===== config.mk =====
export PLATFORM = sky130hd
export DESIGN_NAME = bxds_fifo
export DESIGN_NICKNAME = d
export VERILOG_FILES = /design/src/hw/rtl/bxds_pkg.sv /design/src/hw/rtl/bxds_fifo.sv
export SDC_FILE = /design/constraint.sdc
export NUM_CORES = 1
export LEC_CHECK = 0
export ABC_CLOCK_PERIOD_IN_PS = 2140
export BUFFER_PORTS_ARGS = -buffer_cell sky130_fd_sc_hd__buf_4
export CORE_MARGIN = 3
export CORE_UTILIZATION = 53
export CTS_BUF_LIST = sky130_fd_sc_hd__clkbuf_8
export CTS_CLUSTER_SIZE = 8
export DETAILED_ROUTE_END_ITERATION = 8
export GPL_TIMING_DRIVEN = 0
export PLACE_DENSITY = 0.89
export SLEW_MARGIN = 20
export SYNTH_ARGS = -nofsm -noshare
export SYNTH_HDL_FRONTEND = slang
export SYNTH_SLANG_ARGS = --single-unit

===== constraint.sdc =====
create_clock -name clk_i -period 2.14 [get_ports clk_i]
set_input_delay 0.428 -clock clk_i [delete_from_list [all_inputs] [get_ports clk_i]]
set_output_delay 0.428 -clock clk_i [all_outputs]
set_load 0.01 [all_outputs]

===== src/hw/rtl/bxds_pkg.sv =====
package bxds_pkg;

  // Register widths and reset values of the configuration port.
  localparam int unsigned COLS_W = 12;
  localparam int unsigned ROWS_W = 13;
  localparam logic [COLS_W-1:0] COLS_RESET = 12'd2048;
  localparam logic [ROWS_W-1:0] ROWS_RESET = 13'd4096;

  localparam int unsigned CFG_IDX_W  = 4;
  localparam int unsigned CFG_DATA_W = 16;

  localparam logic [CFG_IDX_W-1:0] REG_IMAGE_COLS = 4'd0;
  localparam logic [CFG_IDX_W-1:0] REG_IMAGE_ROWS = 4'd1;

  localparam int unsigned CHAN_W = 8;
  localparam int unsigned SUM_W  = CHAN_W + 1;
  localparam int unsigned NCHAN  = 3;

  // Queue between the front and the back part.
  localparam int unsigned QUEUE_DEPTH = 4;
  localparam int unsigned QPTR_W      = 2;
  localparam logic [QPTR_W:0] QUEUE_FULL = 3'd4;

  typedef struct packed {
    logic [CHAN_W-1:0] red_in;
    logic [CHAN_W-1:0] green_in;
    logic [CHAN_W-1:0] blue_in;
  } pix_in_t;

  typedef struct packed {
    logic [CHAN_W-1:0] red_out;
    logic [CHAN_W-1:0] green_out;
    logic [CHAN_W-1:0] blue_out;
    logic              row_end;
    logic              image_end;
  } pix_out_t;

  typedef struct packed {
    logic [CFG_IDX_W-1:0]  index;
    logic [CFG_DATA_W-1:0] data;
  } cfg_t;

  typedef logic [NCHAN-1:0][SUM_W-1:0] sums_t;

  // One classified item travelling from the front to the back part.
  typedef struct packed {
    logic  wr_line;   // store the pair sums in the line store, no result
    logic  add_line;  // add the stored sums of the row above
    logic  halve;     // sums hold a horizontal pair
    logic  row_end;
    logic  image_end;
    sums_t sum;
  } op_t;

endpackage


===== src/hw/rtl/bxds_fifo.sv =====
module bxds_fifo import bxds_pkg::*; #(
  parameter int unsigned WIDTH = 40
) (
  input  logic             clk_i,
  input  logic             rst_ni,
  input  logic             push_i,
  input  logic [WIDTH-1:0] data_i,
  output logic             full_o,
  input  logic             pop_i,
  output logic [WIDTH-1:0] data_o,
  output logic             empty_o
);

  logic [WIDTH-1:0]  slot_q [QUEUE_DEPTH];
  logic [QPTR_W-1:0] wr_ptr_q, wr_ptr_d;
  logic [QPTR_W-1:0] rd_ptr_q, rd_ptr_d;
  logic [QPTR_W:0]   cnt_q, cnt_d;

  assign full_o  = (cnt_q == QUEUE_FULL);
  assign empty_o = (cnt_q == '0);
  assign data_o  = slot_q[rd_ptr_q];

  always_comb begin
    wr_ptr_d = push_i ? wr_ptr_q + QPTR_W'(1) : wr_ptr_q;
    rd_ptr_d = pop_i ? rd_ptr_q + QPTR_W'(1) : rd_ptr_q;
    cnt_d    = cnt_q;
    if (push_i && !pop_i) begin
      cnt_d = cnt_q + (QPTR_W + 1)'(1);
    end else if (pop_i && !push_i) begin
      cnt_d = cnt_q - (QPTR_W + 1)'(1);
    end
  end

  always_ff @(posedge clk_i or negedge rst_ni) begin
    if (!rst_ni) begin
      wr_ptr_q <= '0;
      rd_ptr_q <= '0;
      cnt_q    <= '0;
    end else begin
      wr_ptr_q <= wr_ptr_d;
      rd_ptr_q <= rd_ptr_d;
      cnt_q    <= cnt_d;
    end
  end

  always_ff @(posedge clk_i) begin
    if (push_i) begin
      slot_q[wr_ptr_q] <= data_i;
    end
  end

  a_no_push_when_full: assert property (@(posedge clk_i) disable iff (!rst_ni)
    push_i |-> !full_o) else $error("queue overrun");

  a_no_pop_when_empty: assert property (@(posedge clk_i) disable iff (!rst_ni)
    pop_i |-> !empty_o) else $error("queue underrun");

  a_count_bounded: assert property (@(posedge clk_i) disable iff (!rst_ni)
    cnt_q <= QUEUE_FULL) else $error("queue count out of range");

endmodule


Word level (Yosys, flattened, before mapping)
Memories as Yosys holds them, arrays and structs flattened.
Index checks and enable logic that the tools add are counted.
{"block": "word_totals", "ff_bits": 7, "mem_bits_rw": 160, "input_bits": 44, "output_inout_bits": 42, "elab_cells": 19, "n_memories": 1}
{"name": "slot_q", "words": 4, "word_bits": 40, "rd": 1, "rd_clocked_by_memory_dff": 0, "write_ports": 1, "line_no": "bxds_fifo.sv:14", "source": "logic [WIDTH-1:0] slot_q [QUEUE_DEPTH];"}
{"block": "classes", "addsub": 4, "eq_ne": 1, "n_mux": 4, "reduce_logical": 6}
{"cell": "two-way mux 3 bit", "count": 2}
{"cell": "adder 2 x 1 -> 2 bit, second input constant", "count": 2}
{"cell": "adder 3 x 1 -> 3 bit, second input constant", "count": 1}
{"cell": "== test 3 bit, second input constant", "count": 1}
{"cell": "zero test 3 bit", "count": 1}
{"cell": "subtractor 3 x 1 -> 3 bit, second input constant", "count": 1}
{"cell": "logical AND 1 bit", "count": 2}
{"cell": "zero test 1 bit", "count": 2}
{"cell": "two-way mux 1 bit", "count": 2}
{"cell": "nonzero test 2 bit", "count": 1}

Logic depth before layout (Yosys ltp)
Gate-level depths: netlist of the first run.
{"block": "depth", "word_depth": 4, "mapped_depth": 7, "ltp_nobuf": 7}

Worst setup path after synthesis of the first run
Ideal clock, no wire load.
{"block": "synth_path", "path_kind": "reg-to-reg", "startpoint": "register wr_ptr_q[0]", "endpoint": "memory slot_q[2][0], enable pin", "setup_ns": 0.401, "t_arrival_ns": 1.589, "required_time_ns": 1.739, "setup_slack_ns": 0.150, "path_stages_with_launch": 4, "path_buffers": 0, "period_less_slack_ns": 1.990, "path_cell_list": "dfrtp_1 > inv_1 > ha_1 > and2_1"}
{"item": "start, declared", "line_no": "bxds_fifo.sv:15", "source": "logic [QPTR_W-1:0] wr_ptr_q, wr_ptr_d;"}
{"item": "start signal, assigned", "line_no": "bxds_fifo.sv:40", "source": "wr_ptr_q <= wr_ptr_d;"}
{"item": "end, declared", "line_no": "bxds_fifo.sv:14"}
No word-level cell before the write port.

Final worst setup path of the first run
{"block": "layout_path", "startpoint": "register rd_ptr_q[0]", "endpoint": "output data_o[15]"}
{"block": "layout_via", "elab_chain_cells": 1}
{"item": "start, declared", "line_no": "bxds_fifo.sv:16", "source": "logic [QPTR_W-1:0] rd_ptr_q, rd_ptr_d;"}
{"item": "start signal, assigned", "line_no": "bxds_fifo.sv:41", "source": "rd_ptr_q <= rd_ptr_d;"}
{"item": "memory (4 x 40 bit)"}
{"item": "end, declared", "line_no": "bxds_fifo.sv:10", "source": "output logic [WIDTH-1:0] data_o,"}
No other way between the ends.

==> flow_metrics.env, run 1 <==
export IMPL_outcome="complete, but fails checks"
export IMPL_violations="setup timing"
export IMPL_end_kind="output pin"
export IMPL_grt_pass1_wl_mm=16.7
export IMPL_drt_pass1_iter_count=4
export IMPL_rr_worst_depth=4
export IMPL_drv_cap=0
export IMPL_cts_root_buf="clkbuf_8"
export IMPL_via_count=2792
export IMPL_finalSetupViolations=40
export IMPL_seqCellArea_um2=4980
export IMPL_antenna_found_initial=0
export IMPL_fin_util_pct=69.3
export IMPL_synth_cells=244
export IMPL_n_fill_cell=670
export IMPL_slew_limit_headroom_pct=59.8
export IMPL_core_um2=11200
export IMPL_port_buffers=85
export IMPL_clk_latency_ps=440
export IMPL_skew_ps=9.02
export IMPL_cpPeakStageDelay_ps=550
export IMPL_grt_overflow=0
export IMPL_die_area_um2=13100
export IMPL_crit_fanout=10
export IMPL_routed_wl_mm=10.4
export IMPL_wire_per_inst_um=20.3
export IMPL_drc=0
export IMPL_final_area_um2=7740
export IMPL_h_tree_depth=4
export IMPL_syn_nets=294
export IMPL_drt_iter0_drc=206
export IMPL_ys_seq_area_share_pct=80.1
export IMPL_crit_chain="buf_6 > buf_12 > mux4_2 > buf_6"
export IMPL_synth_main_ff_cell="edfxtp_1"
export IMPL_start_util_pct=55.7
export IMPL_cts_tree="done"
export IMPL_rsz0062_at_grt="true"
export IMPL_yosys_warnings=0
export IMPL_finalNonFillerCells=510
export IMPL_layout_drive_gt1_share_pct=46.5
export IMPL_n_antenna_cell=0
export IMPL_place_gp_congestion=0.736
export IMPL_worst_path_stages=4
export IMPL_ys_types=20
export IMPL_clock_path_buffers=2
export IMPL_cts_buffers=17
export IMPL_synth_edf_count=160
export IMPL_min_delay_path_depth=2
export IMPL_drv_slew=0
export IMPL_hpwl_mm=6.60
export IMPL_worst_pin_slew_ps=603
export IMPL_finalCritPeriodShare_pct=105
export IMPL_cts_sinks=167
export IMPL_whs_ps=173
export IMPL_pre_cts_ws_ps=293
export IMPL_final_antenna_net_count=0
export IMPL_grt_pass1_vias=3116
export IMPL_place_inst=475
export IMPL_place_area_um2=7190
export IMPL_vdd_drop_max_v=0.000707
export IMPL_grt_total_usage_pct=17.5
export IMPL_critPathTopFamily="multiplexers"
export IMPL_vias_per_cell=5.47
export IMPL_worstPathRequired_ps=1710
export IMPL_fin_crit_ps=2240
export IMPL_async_flop_share_pct=4.19
export IMPL_fmax_mhz=446
export IMPL_power_density_nw_per_um2=1350
export IMPL_multiInputGateArea_um2=1110
export IMPL_min_path_type="input port to register"
export IMPL_std_cell_rows=38
export IMPL_synth_seq_cells=167
export IMPL_clkSlewWorstSetupHoldPaths_ps=80
export IMPL_ioPinCount=86
export IMPL_syn_avg_cell_area_um2=25.5
export IMPL_arrival_ps=1810
export IMPL_die_x_um=114
export IMPL_syn_to_final_growth_pct=24.5
export IMPL_nNetsFinal=407
export IMPL_final_hold_viol_count=0
export IMPL_start_kind="register"
export IMPL_cpMostUsedCell="buf_6"
export IMPL_fin_ws_ps=-100
export IMPL_total_leakage_power_nw=2.72
export IMPL_critPathKind="register to output pin"
export IMPL_slowest_stage="mux4_2"
export IMPL_grt_start_max_net_pins=22
export IMPL_path_buf_inv=3
export IMPL_syn_area_um2=6220
export IMPL_die_h_um=114
## state kept, by name, summed over array words and instances, names as in the netlist
signal / flops
slot_q: 160
wr_ptr_q: 2
cnt_q: 3
rd_ptr_q: 2
## cell type report
cell class              instances  area share [%]
flip-flops and latches        167            64.3
multi-input cells              63            14.3
repair buffers                 95            12.5
clock buffers                  17            3.02
well taps                     140            2.26
clock inverters                15            1.84
plain buffers                   9            1.57
inverters                       4           0.194
## where the power goes
| part | internal, mW | switching, mW |
|---|---|---|
| Sequential | 4.28 | 0.186 |
| Clock | 1.11 | 1.02 |
| Combinational | 2.22 | 1.67 |
| Total | 7.61 | 2.87 |
## Yosys cell counts, drive strengths merged (2+ instances only)
library cell	count	share of area, %
edfxtp	160	77
mux4	40	15
buf	9	1.8
dfrtp	7	2.8
ha	5	1.0
and2	4	0.40
inv	4	0.24
xor2	4	0.56
nand2	2	0.12
xnor2	2	0.28
## repair_timing
item	4_1_cts	5_1_grt
hold buffers	1	0
hold endpoints to repair	7	0
gates resized for setup	45	1
buffers inserted	3	0
setup endpoints to repair	40	40
gates cloned	0	0
## cells by family (layout without fill, tap and decap cells)
logic type | Yosys count | after routing | synth area share, %
xor gates and xnor gates | 6 | 6 | 0.845
DFF | 167 | 167 | 80.1
adders and majority gates | 6 | 6 | 1.33
buffers and inverters | 14 | 140 | 2.09
AOI/OAI and AO/OA | 1 | 1 | 0.0804
and+or+nand+nor | 9 | 9 | 0.785
muxes | 41 | 41 | 14.8
## cell usage in the layout, fill, tap and decap left out
master	count
xnor2_1	2
mux2_2	1
buf_6	41
xor2_1	4
and2_2	4
clkinv_2	3
edfxtp_1	160
buf_4	52
clkinv_1	7
inv_1	5
dlygate4sd3_1	1
fa_1	1
ha_1	5
nand2_1	2
clkinvlp_4	1
bufinv_16	3
nor3b_1	1
mux4_2	40
buf_16	4
nor2_1	1
nor3_1	1
o21ai_0	1
dfrtp_1	7
buf_12	6
clkbuf_8	17
## final timing paths
kind                              from       endpoint  slack, ps
max                        rd_ptr_q[0]     data_o[15]       -100
min                              pop_i    rd_ptr_q[0]        170
max reg2reg                wr_ptr_q[0]  slot_q[2][11]        350
min reg2reg                   cnt_q[2]       cnt_q[2]        510
max in group asynchronous       rst_ni    rd_ptr_q[1]       1680
min in group asynchronous       rst_ni    rd_ptr_q[0]        340
## per-layer routing
metal / global-route usage (%) / routed length [um] / vias up
li1: - / - / 1247
met1: 22.6 / 4190 / 1423
met2: 28.6 / 5340 / 105
met3: 4.97 / 647 / 17
met4: 6.65 / 175 / 0
met5: 0 / 0 / -
## stage by stage
stage / power [mW] / setup TNS (ps)
3_3_place_gp: 7.82 / -86460
2_1_floorplan: 6.53 / 0
5_1_grt: 11.0 / -6140
4_1_cts: 10.6 / -4230
3_5_place_dp: 8.05 / 0
6_report: 10.5 / -2380
Note: power is estimated with default switching activity, not from simulation.
==> inputs of run 2 (changes only) <==
Settings changed: SETUP_SLACK_MARGIN from default to 0.5.
==> run 2 against run 1 <==
The run still ends with setup timing left. Worst hold slack improved by 4.9 ps. Wire length up 4.1%. Clock power rose by 14%. Register-to-register slack gained 260 ps. Count of clock-buffer cells in the layout unchanged. Die area unchanged. Design area about the same. Setup slack improved by 21 ps. First-iteration DRC count is 24% lower. Combinational power barely moved. Non-clock buffer count fell by 2. Critical path type unchanged. Critical endpoint is now data_o[17].
==> flow_metrics.env, run 2 (synthesized netlist as in run 1, its figures left out) <==
export IMPL_outcome="complete, but fails checks"
export IMPL_violations="setup timing"
export IMPL_port_buffers=85
export IMPL_die_area_um2=13100
export IMPL_n_fill_cell=679
export IMPL_std_cell_rows=38
export IMPL_clock_path_buffers=2
export IMPL_cts_tree="done"
export IMPL_n_antenna_cell=0
export IMPL_start_kind="register"
export IMPL_fin_crit_ps=2220
export IMPL_finalCritPeriodShare_pct=104
export IMPL_core_um2=11200
export IMPL_drv_slew=0
export IMPL_rsz0062_at_grt="true"
export IMPL_die_x_um=114
export IMPL_reg_top3="slot_q x160, cnt_q x3"
export IMPL_largest_reg_flops=160
export IMPL_clkSlewWorstSetupHoldPaths_ps=80
export IMPL_arrival_ps=1790
export IMPL_final_common_cell="edfxtp_1"
export IMPL_finalSetupTns_ps=-1740
export IMPL_grt_pass1_vias=3049
export IMPL_grt_total_usage_pct=18.0
export IMPL_vdd_drop_max_v=0.000806
export IMPL_fin_ws_ps=-79.4
export IMPL_total_leakage_power_nw=2.73
export IMPL_drt_iter0_drc=156
export IMPL_whs_ps=178
export IMPL_antenna_found_initial=0
export IMPL_via_count=2789
export IMPL_ioPinCount=86
export IMPL_final_hold_viol_count=0
export IMPL_cts_buffers=17
export IMPL_syn_to_final_growth_pct=24.5
export IMPL_layout_drive_gt1_share_pct=49.1
export IMPL_finalSetupViolations=39
export IMPL_grt_pass1_wl_mm=16.6
export IMPL_skew_ps=5.37
export IMPL_grt_overflow=0
export IMPL_drv_cap=0
export IMPL_grt_start_max_net_pins=41
export IMPL_largest_register="slot_q"
export IMPL_nNetsFinal=408
export IMPL_drt_pass1_iter_count=4
export IMPL_final_cell_mix="edfxtp_1, buf_4, buf_6"
export IMPL_clk_latency_ps=440
export IMPL_start_util_pct=55.7
export IMPL_min_path_type="input port to register"
export IMPL_h_tree_depth=4
export IMPL_die_h_um=114
export IMPL_routed_wl_mm=10.8
export IMPL_fin_util_pct=69.3
export IMPL_drc=0
export IMPL_vias_per_cell=5.46
export IMPL_slew_limit_headroom_pct=57.8
export IMPL_cts_root_buf="clkbuf_8"
export IMPL_wire_per_inst_um=21.1
export IMPL_worst_pin_slew_ps=633
export IMPL_end_kind="output pin"
export IMPL_place_gp_congestion=0.750
export IMPL_power_density_nw_per_um2=1390
export IMPL_worstPathRequired_ps=1710
export IMPL_cts_sinks=167
export IMPL_critPathKind="register to output pin"
export IMPL_fmax_mhz=451
export IMPL_final_antenna_net_count=0
export IMPL_hpwl_mm=6.13
export IMPL_crit_fanout=10
[run 2: repair_timing]
| action | CTS | global route |
|---|---|---|
| gates cloned | 2 | 1 |
| hold endpoints to repair | 7 | 0 |
| gates resized for setup | 55 | 5 |
| endpoints found under the setup margin | 202 | 82 |
| buffers inserted | 2 | 4 |
| pin swaps | 2 | 0 |
| hold buffers | 1 | 0 |
[run 2: path summary, 6_finish.rpt]
| check | startpoint | to | slack, ps | depth (start not counted) |
|---|---|---|---|---|
| max | rd_ptr_q[0] | data_o[17] | -80 | 4 |
| min | data_i[38] | slot_q[3][38] | 180 | 1 |
| max reg2reg | cnt_q[0] | cnt_q[2] | 610 | 5 |
| min reg2reg | cnt_q[2] | cnt_q[2] | 530 | 1 |
| max in group asynchronous | rst_ni | cnt_q[1] | 1670 | 2 |
| min in group asynchronous | rst_ni | cnt_q[0] | 330 | 2 |
[run 2: area by class of cell]
type                       instances  area (um2)  share of cell area (%)
buffer                            10         134                    1.73
clock buffer                      17         234                    3.02
clock inverter                    15         211                    2.73
inverter                           4        15.0                   0.194
multi-input combinational         66        1150                    14.8
sequential                       167        4980                    64.4
tap                              140         175                    2.26
timing repair buffer              92         843                    10.9
[run 2: power by group]
group / leakage [nW] / total (mW) / internal [mW] / switching, mW
logic: 0.950 / 3.89 / 2.17 / 1.72
clock network: 0.226 / 2.42 / 1.37 / 1.05
registers: 1.55 / 4.46 / 4.29 / 0.175
[run 2: critical path: stages (launching register included)]
cell,delay (ps)
dfrtp_1,340
buf_6,160
buf_12,160
mux4_2,540
buf_6,150
[run 2: layer usage]
layer,part of all wire [%],GRT usage [%],up-vias,wire length (um)
met5,0,0,-,0
met4,1.6,6.65,0,170
met3,4.3,5.02,13,461
met2,55,31.7,73,5960
met1,39,21.1,1446,4180
li1,-,-,1257,-
[run 2: through the flow]
step	power (mW)	std cells	cell area [um2]	setup slack, ps
2_1_floorplan	6.52	244	6220	570
3_3_place_gp	7.78	469	7040	207
3_5_place_dp	7.90	469	7040	149
4_1_cts	10.8	506	7700	-132
5_1_grt	11.3	511	7740	-152
6_report	10.8	511	7740	-79.4
